<file path="src/rtl/tolp_pkg.sv">
// shared types, character codes and a digit helper for the target offset line parser
`timescale 1ns / 1ps
`default_nettype none

package tolp_pkg;

    // character codes
    localparam logic [7:0] CH_P      = 8'h50;
    localparam logic [7:0] CH_D      = 8'h44;
    localparam logic [7:0] CH_A      = 8'h41;
    localparam logic [7:0] CH_H      = 8'h48;
    localparam logic [7:0] CH_N      = 8'h4E;
    localparam logic [7:0] CH_COLON  = 8'h3A;
    localparam logic [7:0] CH_COMMA  = 8'h2C;
    localparam logic [7:0] CH_MINUS  = 8'h2D;
    localparam logic [7:0] CH_PLUS   = 8'h2B;
    localparam logic [7:0] CH_LF     = 8'h0A;
    localparam logic [7:0] CH_CR     = 8'h0D;
    localparam logic [7:0] CH_ZERO   = 8'h30;
    localparam logic [7:0] CH_NINE   = 8'h39;

    localparam int unsigned DZ_W   = 15;
    localparam int unsigned MAG_W  = 16;
    localparam logic [DZ_W-1:0] DZ_RESET = 15'd15;
    localparam logic [MAG_W-1:0] MAG_MAX = 16'hFFFF;

    typedef enum logic [1:0] {
        KIND_NONE,
        KIND_P,
        KIND_CLEAR,
        KIND_D
    } line_kind_t;

    typedef enum logic [2:0] {
        PH_START,
        PH_COLON,
        PH_N_START,
        PH_N_DIGITS,
        PH_X_START,
        PH_X_DIGITS,
        PH_IGNORE,
        PH_D_DIGIT
    } parse_phase_t;

    // per-line parse state plus the indicator
    typedef struct packed {
        line_kind_t        kind;
        parse_phase_t      phase;
        logic              neg;
        logic [MAG_W-1:0]  mag;
        logic [3:0]        digit;
        logic              digit_present;
        logic              led;
    } parse_state_t;

    // one result beat
    typedef struct packed {
        logic       echo_valid;
        logic [7:0] echo_byte;
        logic       led_lit;
        logic       blink_start;
        logic [3:0] blink_digit;
    } result_t;

    function automatic logic is_digit(input logic [7:0] c);
        return (c >= CH_ZERO) && (c <= CH_NINE);
    endfunction

endpackage

`default_nettype wire

</file>
<file path="src/rtl/tolp_in_if.sv">
// input channel: received byte with its error flag
`timescale 1ns / 1ps
`default_nettype none

interface tolp_in_if;
    logic       valid;
    logic       ready;
    logic [7:0] rx_byte;
    logic       rx_error;

    modport source (output valid, output rx_byte, output rx_error, input ready);
    modport sink   (input valid, input rx_byte, input rx_error, output ready);
endinterface

`default_nettype wire

</file>
<file path="src/rtl/tolp_out_if.sv">
// output channel: echo, indicator and blink request
`timescale 1ns / 1ps
`default_nettype none

interface tolp_out_if;
    logic       valid;
    logic       ready;
    logic       echo_valid;
    logic [7:0] echo_byte;
    logic       led_lit;
    logic       blink_start;
    logic [3:0] blink_digit;

    modport source (output valid, output echo_valid, output echo_byte, output led_lit,
                    output blink_start, output blink_digit, input ready);
    modport sink   (input valid, input echo_valid, input echo_byte, input led_lit,
                    input blink_start, input blink_digit, output ready);
endinterface

`default_nettype wire

</file>
<file path="src/rtl/tolp_parser.sv">
// one-byte step of the line parser: next state and result beat
`timescale 1ns / 1ps
`default_nettype none

module tolp_parser
    import tolp_pkg::*;
#(
    parameter int unsigned POS_W = 6,
    parameter int unsigned LINE_CAPACITY = 64
)(
    input  wire logic [7:0]        rx_byte,
    input  wire logic              rx_error,
    input  wire logic [DZ_W-1:0]   dead_zone,
    input  wire logic [POS_W-1:0]  pos,
    input  wire parse_state_t      st,
    output logic [POS_W-1:0]       pos_next,
    output parse_state_t           st_next,
    output result_t                res
);

    localparam logic [POS_W-1:0] POS_LAST = POS_W'(LINE_CAPACITY - 1);

    logic [MAG_W+3:0] mag_acc;
    logic [3:0]       dval;

    assign dval    = rx_byte[3:0];
    assign mag_acc = {1'b0, st.mag, 3'b000} + {3'b000, st.mag, 1'b0}
                   + {{MAG_W{1'b0}}, dval};

    always_comb
    begin
        pos_next = pos;
        st_next  = st;
        res      = '0;

        if (rx_error)
        begin
            // drop the byte and restart the line, indicator kept
            pos_next              = '0;
            st_next               = '0;
            st_next.led           = st.led;
        end
        else
        begin
            res.echo_valid = 1'b1;
            res.echo_byte  = rx_byte;
            if (rx_byte == CH_CR)
            begin
                // carriage return skipped
            end
            else if (rx_byte == CH_LF)
            begin
                // end of line: act on what was parsed
                if (st.phase != PH_START && st.phase != PH_COLON)
                begin
                    if (st.kind == KIND_CLEAR)
                    begin
                        st_next.led = 1'b0;
                    end
                    else if (st.kind == KIND_P)
                    begin
                        if (st.phase == PH_N_START || st.phase == PH_N_DIGITS)
                            st_next.led = 1'b0;
                        else if (st.mag > {1'b0, dead_zone})
                            st_next.led = st.neg ? 1'b1 : ~st.led;
                        else
                            st_next.led = 1'b0;
                    end
                    else if (st.kind == KIND_D && st.digit_present)
                    begin
                        res.blink_start = 1'b1;
                        res.blink_digit = st.digit;
                        st_next.led     = 1'b0;
                    end
                end
                pos_next            = '0;
                st_next.kind          = KIND_NONE;
                st_next.phase         = PH_START;
                st_next.neg           = 1'b0;
                st_next.mag           = '0;
                st_next.digit         = '0;
                st_next.digit_present = 1'b0;
            end
            else if (pos < POS_LAST)
            begin
                pos_next = pos + 1'b1;
                // character parse
                case (st.phase)
                    PH_START:
                    begin
                        if (rx_byte == CH_P)
                            st_next.kind = KIND_P;
                        else if (rx_byte == CH_D)
                            st_next.kind = KIND_D;
                        else if (rx_byte == CH_A || rx_byte == CH_H || rx_byte == CH_N)
                            st_next.kind = KIND_CLEAR;
                        else
                            st_next.kind = KIND_NONE;
                        st_next.phase = (st_next.kind == KIND_NONE) ? PH_IGNORE : PH_COLON;
                    end
                    PH_COLON:
                    begin
                        if (rx_byte != CH_COLON)
                        begin
                            st_next.kind  = KIND_NONE;
                            st_next.phase = PH_IGNORE;
                        end
                        else if (st.kind == KIND_P)
                            st_next.phase = PH_N_START;
                        else if (st.kind == KIND_D)
                            st_next.phase = PH_D_DIGIT;
                        else
                            st_next.phase = PH_IGNORE;
                    end
                    PH_N_START, PH_N_DIGITS:
                    begin
                        if (rx_byte == CH_COMMA)
                            st_next.phase = PH_X_START;
                        else if (is_digit(rx_byte) || (st.phase == PH_N_START &&
                                 (rx_byte == CH_MINUS || rx_byte == CH_PLUS)))
                            st_next.phase = PH_N_DIGITS;
                        else
                        begin
                            st_next.kind  = KIND_CLEAR;
                            st_next.phase = PH_IGNORE;
                        end
                    end
                    PH_X_START:
                    begin
                        if (rx_byte == CH_MINUS)
                        begin
                            st_next.neg   = 1'b1;
                            st_next.phase = PH_X_DIGITS;
                        end
                        else if (rx_byte == CH_PLUS)
                            st_next.phase = PH_X_DIGITS;
                        else if (is_digit(rx_byte))
                        begin
                            st_next.mag   = {{(MAG_W-4){1'b0}}, dval};
                            st_next.phase = PH_X_DIGITS;
                        end
                        else
                            st_next.phase = PH_IGNORE;
                    end
                    PH_X_DIGITS:
                    begin
                        // saturating decimal accumulate
                        if (is_digit(rx_byte))
                            st_next.mag = (mag_acc[MAG_W+3:MAG_W] != 4'd0) ? MAG_MAX
                                                                          : mag_acc[MAG_W-1:0];
                        else
                            st_next.phase = PH_IGNORE;
                    end
                    PH_D_DIGIT:
                    begin
                        if (is_digit(rx_byte))
                        begin
                            st_next.digit         = dval;
                            st_next.digit_present = 1'b1;
                        end
                        st_next.phase = PH_IGNORE;
                    end
                    default:
                    begin
                    end
                endcase
            end
            else
            begin
                // line overflow: echoed, dropped, line restarts
                pos_next    = '0;
                st_next     = '0;
                st_next.led = st.led;
            end
        end
        res.led_lit = st_next.led;
    end

endmodule

`default_nettype wire

</file>
<file path="src/rtl/target_offset_line_parser.sv">
// top level: input register, parser step, result register and dead zone register
`timescale 1ns / 1ps
`default_nettype none

// Parses received UART bytes, one beat per byte, and returns one result beat per
// byte: the echo, the indicator state after the byte and any blink request from a
// completed "D:d" line. A byte is held in an input register; the parser step
// updates the line state and writes the result register, so one byte is taken
// every cycle unless the output stalls; a stalled result holds the input side
// only while both registers are full. dead_zone (reset 15) is written through
// cfg_wr_en / cfg_wr_data; the user must write only while idle (not enforced).
// LINE_CAPACITY bounds the characters held in one line (4 to 256).
module target_offset_line_parser
    import tolp_pkg::*;
#(
    parameter int unsigned LINE_CAPACITY = 64
)(
    input  wire logic            clk,
    input  wire logic            rst_n,
    input  wire logic            cfg_wr_en,
    input  wire logic [DZ_W-1:0] cfg_wr_data,
    tolp_in_if.sink              rx_ch,
    tolp_out_if.source           tx_ch
);

    localparam int unsigned POS_W = $clog2(LINE_CAPACITY);

    logic              s1_valid_reg;
    logic [7:0]        s1_byte_reg;
    logic              s1_err_reg;
    logic              out_valid_reg;
    result_t           out_reg;
    result_t           res;
    logic [POS_W-1:0]  pos_reg;
    logic [POS_W-1:0]  pos_next;
    parse_state_t      st_reg;
    parse_state_t      st_next;
    logic [DZ_W-1:0]   dead_zone_reg;
    logic              out_free;
    logic              advance;

    // handshake between the two register stages
    assign out_free    = !out_valid_reg || tx_ch.ready;
    assign advance     = s1_valid_reg && out_free;
    assign rx_ch.ready = !s1_valid_reg || out_free;

    // configuration register
    always_ff @(posedge clk or negedge rst_n)
    begin
        if (!rst_n)
            dead_zone_reg <= DZ_RESET;
        else if (cfg_wr_en)
            dead_zone_reg <= cfg_wr_data;
    end

    // input register
    always_ff @(posedge clk or negedge rst_n)
    begin
        if (!rst_n)
            s1_valid_reg <= 1'b0;
        else if (rx_ch.ready)
            s1_valid_reg <= rx_ch.valid;
    end

    always_ff @(posedge clk)
    begin
        if (rx_ch.valid && rx_ch.ready)
        begin
            s1_byte_reg <= rx_ch.rx_byte;
            s1_err_reg  <= rx_ch.rx_error;
        end
    end

    tolp_parser #(
        .POS_W         (POS_W),
        .LINE_CAPACITY (LINE_CAPACITY)
    ) u_parser (
        .rx_byte   (s1_byte_reg),
        .rx_error  (s1_err_reg),
        .dead_zone (dead_zone_reg),
        .pos       (pos_reg),
        .st        (st_reg),
        .pos_next  (pos_next),
        .st_next   (st_next),
        .res       (res)
    );

    // line state, updated as each beat moves to the result register
    always_ff @(posedge clk or negedge rst_n)
    begin
        if (!rst_n)
        begin
            pos_reg <= '0;
            st_reg  <= '0;
        end
        else if (advance)
        begin
            pos_reg <= pos_next;
            st_reg  <= st_next;
        end
    end

    // result register
    always_ff @(posedge clk or negedge rst_n)
    begin
        if (!rst_n)
            out_valid_reg <= 1'b0;
        else if (out_free)
            out_valid_reg <= s1_valid_reg;
    end

    always_ff @(posedge clk)
    begin
        if (advance)
            out_reg <= res;
    end

    assign tx_ch.valid       = out_valid_reg;
    assign tx_ch.echo_valid  = out_reg.echo_valid;
    assign tx_ch.echo_byte   = out_reg.echo_byte;
    assign tx_ch.led_lit     = out_reg.led_lit;
    assign tx_ch.blink_start = out_reg.blink_start;
    assign tx_ch.blink_digit = out_reg.blink_digit;

    // a blink request always leaves the indicator dark
    assert property (@(posedge clk) disable iff (!rst_n)
        out_valid_reg && out_reg.blink_start |-> !out_reg.led_lit)
        else $error("blink beat with indicator lit");

    // an errored byte is never echoed
    assert property (@(posedge clk) disable iff (!rst_n)
        advance && s1_err_reg |=> out_valid_reg && !out_reg.echo_valid)
        else $error("errored byte echoed");

    // an errored byte restarts the line
    assert property (@(posedge clk) disable iff (!rst_n)
        advance && s1_err_reg |=> pos_reg == '0 && st_reg.phase == PH_START)
        else $error("line not restarted after receive error");

    // blink digit is a decimal digit
    assert property (@(posedge clk) disable iff (!rst_n)
        out_valid_reg && out_reg.blink_start |-> out_reg.blink_digit <= 4'd9)
        else $error("blink digit out of range");

endmodule

`default_nettype wire

</file>
<file path="src/flat_wrapper.sv">
// flat-port wrapper written by rule: the top's interface ports become plain ports
module target_offset_line_parser_flat import tolp_pkg::*;
#(
    parameter int unsigned LINE_CAPACITY = 64
)
  (clk, rst_n, cfg_wr_en, cfg_wr_data, rx_ch_valid, rx_ch_rx_byte, rx_ch_rx_error, rx_ch_ready, tx_ch_valid, tx_ch_echo_valid, tx_ch_echo_byte, tx_ch_led_lit, tx_ch_blink_start, tx_ch_blink_digit, tx_ch_ready);
  tolp_in_if rx_ch_i ();
  tolp_out_if tx_ch_i ();
  input  wire logic clk;
  input  wire logic rst_n;
  input  wire logic cfg_wr_en;
  input  wire logic [DZ_W-1:0] cfg_wr_data;
  input wire logic [$bits(rx_ch_i.valid)-1:0] rx_ch_valid;
  input wire logic [$bits(rx_ch_i.rx_byte)-1:0] rx_ch_rx_byte;
  input wire logic [$bits(rx_ch_i.rx_error)-1:0] rx_ch_rx_error;
  output wire logic [$bits(rx_ch_i.ready)-1:0] rx_ch_ready;
  output wire logic [$bits(tx_ch_i.valid)-1:0] tx_ch_valid;
  output wire logic [$bits(tx_ch_i.echo_valid)-1:0] tx_ch_echo_valid;
  output wire logic [$bits(tx_ch_i.echo_byte)-1:0] tx_ch_echo_byte;
  output wire logic [$bits(tx_ch_i.led_lit)-1:0] tx_ch_led_lit;
  output wire logic [$bits(tx_ch_i.blink_start)-1:0] tx_ch_blink_start;
  output wire logic [$bits(tx_ch_i.blink_digit)-1:0] tx_ch_blink_digit;
  input wire logic [$bits(tx_ch_i.ready)-1:0] tx_ch_ready;
  assign rx_ch_i.valid = rx_ch_valid;
  assign rx_ch_i.rx_byte = rx_ch_rx_byte;
  assign rx_ch_i.rx_error = rx_ch_rx_error;
  assign rx_ch_ready = rx_ch_i.ready;
  assign tx_ch_valid = tx_ch_i.valid;
  assign tx_ch_echo_valid = tx_ch_i.echo_valid;
  assign tx_ch_echo_byte = tx_ch_i.echo_byte;
  assign tx_ch_led_lit = tx_ch_i.led_lit;
  assign tx_ch_blink_start = tx_ch_i.blink_start;
  assign tx_ch_blink_digit = tx_ch_i.blink_digit;
  assign tx_ch_i.ready = tx_ch_ready;
  target_offset_line_parser #(.LINE_CAPACITY(LINE_CAPACITY)) u_core (.clk(clk), .rst_n(rst_n), .cfg_wr_en(cfg_wr_en), .cfg_wr_data(cfg_wr_data), .rx_ch(rx_ch_i), .tx_ch(tx_ch_i));
endmodule
</file>
<file path="config.mk">
export PLATFORM = sky130hd
export DESIGN_NAME = target_offset_line_parser_flat
export DESIGN_NICKNAME = d
export VERILOG_FILES = /design/src/rtl/tolp_pkg.sv /design/src/rtl/tolp_in_if.sv /design/src/rtl/tolp_out_if.sv /design/src/rtl/tolp_parser.sv /design/src/rtl/target_offset_line_parser.sv /design/src/flat_wrapper.sv
export SDC_FILE = /design/constraint.sdc
export NUM_CORES = 1
export LEC_CHECK = 0
export BUFFER_PORTS_ARGS = -buffer_cell sky130_fd_sc_hd__buf_2
export CAP_MARGIN = 20
export CELL_PAD_IN_SITES_DETAIL_PLACEMENT = 1
export CELL_PAD_IN_SITES_GLOBAL_PLACEMENT = 1
export CORE_ASPECT_RATIO = 1.75
export CORE_MARGIN = 4
export CORE_UTILIZATION = 44
export CTS_BUF_LIST = sky130_fd_sc_hd__clkbuf_16
export CTS_CLUSTER_DIAMETER = 40
export DETAILED_ROUTE_END_ITERATION = 16
export GPL_TIMING_DRIVEN = 0
export PLACE_DENSITY_LB_ADDON = 0.2
export SETUP_SLACK_MARGIN = 0.05
export SYNTH_ARGS = -nofsm -noshare
export SYNTH_HDL_FRONTEND = slang
export SYNTH_SLANG_ARGS = --single-unit
</file>
<file path="constraint.sdc">
create_clock -name clk -period 6.6 [get_ports clk]
set_input_delay 0.99 -clock clk [delete_from_list [all_inputs] [get_ports clk]]
set_output_delay 0.99 -clock clk [all_outputs]
set_load 0.01 [all_outputs]
</file>
==> impl_metrics.ini <==
[sta]
hold_ws_ps = 479.9
finalWorstPathRequiredPeriod_ps = 4138
timing_worst_slew_pin_value_ps = 780.7
maxSlewHeadroom_pct = 47.51
post-route-period-util_pct = 62.69
tns_ps = 0
grt_setup_unrepaired = false
worst_clock_skew_ps = 8.097
highest_clock_frequency_the_design_can_meet_mhz = 241.7
finalHoldViolations = 0
setup_viol = 0
maxSlewViolCount = 0

[floorplan]
die_x_um = 87.53
rows = 50
core-area_mm2 = 0.01076
height_of_the_die_um = 147.2
design.portCount = 46
die_area_mm2 = 0.01288
floorplan.initialDensity_pct = 45.26

[worst_setup_path]
critPathMaxFanout = 10
ordered_cell_list_for_the_critical_path = clkbuf_1 > inv_1 > fa_1 > inv_1 > ha_1 > a211oi_1 > nor3_1 > o2111ai_1 > a21boi_0 > o31ai_1 > a21boi_2 > buf_6 > a221o_1
timing.setup.critical_path_class = reg -> reg
timing.critical_path.from_type = flip-flop
critical_path.most_common_cell = sky130_fd_sc_hd__inv_1
worst_ep_required_time_ps = 6810
arrival_ps = 4350
critical-path-max-stage-delay_ps = 690
crit_slowest_cell = sky130_fd_sc_hd__o31ai_1
cp_num_buf_inv = 4
endpoint_kind = flip-flop
cpLargestDelayFamily = compound AO/OA/AOI/OAI gates

[clocking]
number_of_h_tree_levels = 3
max-clock-path-buffers = 2
tritoncts.num_buffers = 9
clkSinkCount = 75
ctsHoldBuffers = 0
tritoncts = built
clock_pin_slew_worst_setup_and_hold_paths_ps = 60
clk-insertion-delay-late_ps = 330
number_of_instances_resized_during_post_cts_repair = 0
cts_root_buf = sky130_fd_sc_hd__clkbuf_16
cts_setup_buffers = 0

[routing]
drt_first_iter_violations = 115
route.antenna.remaining_nets = 0
route.vias.total = 4091
detailedRoute.firstPassIterationCount = 4
number_of_vias_per_cell = 5.912
wl_per_cell_um = 20.12
drt_wl_total_um = 13930
remaining_drc_errors = 0

[layout]
largest_register_ffs = 28
n_antenna_cell = 0
finish.utilization_pct = 51.80
areaGrowthSynthToFinish_pct = 14.47
final_cell_mix = 51 x sky130_fd_sc_hd__ha_1, 48 x sky130_fd_sc_hd__buf_2, 47 x sky130_fd_sc_hd__dfrtp_1
fraction_of_final_layout_cells_sized_beyond_drive_strength_1_pct = 14.59
post-route-cell-area_mm2 = 0.005574
layout.cells.most_common = sky130_fd_sc_hd__ha_1
final_net_count = 639

[placed_design]
io_buffers = 44
detailed_place_hpwl_um = 11300
gp_congestion = 0.8975
detailed_place.area_mm2 = 0.005273

[global_route]
pin_count_of_the_biggest_net_entering_global_routing = 30
globalRouteOverflowTotal = 0
vias_in_the_first_global_route = 4576
antenna_found_initial = 0
grt.total_usage_pct = 22.68
first_pass_grt_wire_length_um = 22530

[worst_hold_path]
min-delay-path-class = reg -> reg

[synthesis]
ys_seq_elements = 75
synth_top_flop_cell = sky130_fd_sc_hd__dfrtp_1
postSynthCellCount = 500
dominant_cells_by_area_after_synthesis = sky130_fd_sc_hd__dfrtp_1 24%, sky130_fd_sc_hd__edfxtp_1 15%, sky130_fd_sc_hd__ha_1 13%, sky130_fd_sc_hd__o21ai_0 4.2%, sky130_fd_sc_hd__nand2_1 3.2%
syn-mean-instance-area_um2 = 9.739
synth_top_cell_by_area = sky130_fd_sc_hd__dfrtp_1
post_synth_instance_area_mm2 = 0.004870
synthDistinctLibCells = 59
count_of_flip_flops_with_a_built_in_enable_after_synthesis = 24
yosys_warnings = 0
top_area_cell_type_share_of_the_netlist_area_pct = 24.15
synth.yosys.seq_area_share_pct = 41.11
postSynth.asyncResetShare_pct = 68.00
syn_nets = 582

[power_and_ir_drop]
power_density_mw_per_mm2 = 223.0
power.static_leakage_nw = 2.606
vdd_ir_drop_max_uv = 144.7

[run_status]
run_status = complete, no violations

[flow_run]
cap_viol_max_count = 0
layer usage:
metal / vias to the layer above / share of wire, % / GRT usage (%)
met2: 58 / 61 / 45.51
met5: - / 0 / 0
met3: 38 / 1.6 / 3.199
li1: 1942 / - / -
met4: 0 / 4.2 / 10.91
met1: 2053 / 33 / 20.91
Yosys cell counts, types with 12 or more instances:
cell	instances
sky130_fd_sc_hd__o21ai_0	41
sky130_fd_sc_hd__inv_1	33
sky130_fd_sc_hd__clkbuf_1	17
sky130_fd_sc_hd__nor2_1	30
sky130_fd_sc_hd__ha_1	51
sky130_fd_sc_hd__dfrtp_1	47
sky130_fd_sc_hd__nand2b_1	12
sky130_fd_sc_hd__a21oi_1	28
sky130_fd_sc_hd__nand2_1	42
sky130_fd_sc_hd__edfxtp_1	24
sky130_fd_sc_hd__a211oi_1	12
sky130_fd_sc_hd__a21o_1	15
through the flow:
stage	setup WS, ps	instances	power, mW
2_1_floorplan	3245	500	0.6872
3_3_place_gp	2562	674	0.7553
3_5_place_dp	2440	675	0.7750
4_1_cts	2442	691	1.252
5_1_grt	2145	692	1.305
6_report	2462	692	1.243
layout make-up:
class / instances / area, um2
multi-input cells: 370 / 2649
flip-flops and latches: 75 / 2002
plain buffers: 22 / 95.09
clock buffers: 9 / 225.2
repair buffers: 46 / 255.2
inverters: 33 / 123.9
fillers: 1246 / 5186
well taps: 130 / 162.7
clock inverters: 7 / 61.31
final timing paths:
path	startpoint	endpoint	slack, ps	depth (start not counted)
worst max-delay path	u_core.s1_byte_reg[3]	u_core.st_reg[19]	2460	13
worst min-delay path	u_core.s1_valid_reg	u_core.tx_ch.valid	480	1
worst max register to register	u_core.s1_byte_reg[3]	u_core.st_reg[19]	2460	13
worst min register to register	u_core.s1_valid_reg	u_core.tx_ch.valid	480	1
max in group asynchronous	rst_n	u_core.tx_ch.valid	5390	2
min in group asynchronous	rst_n	u_core.st_reg[0]	640	1
worst register-to-register path, delay by kind of cell (launching register included):
| family | cells | cell delay [ps] |
|---|---|---|
| DFF | 1 | 320 |
| AOI/OAI and AO/OA | 6 | 1870 |
| and+or+nand+nor | 1 | 160 |
| adders and majority gates | 2 | 890 |
| buffers and inverters | 4 | 780 |
cell families (layout without fill, tap and decap cells):
group	after synthesis	after routing	share of synthesized area, %
compound gates	151	151	21.38
simple gates	149	149	15.88
flops	75	75	41.11
buf+inv	55	117	4.496
fa+ha+maj	53	53	13.93
xor+xnor	13	13	2.338
mux	4	4	0.8736
power by group:
group          switching (mW)  total, mW  internal (mW)
combinational           0.140      0.225         0.0847
clock                   0.188      0.477          0.289
sequential             0.0223      0.542          0.519
total                   0.350       1.24          0.893
Note: power is estimated with default switching activity, not from simulation.
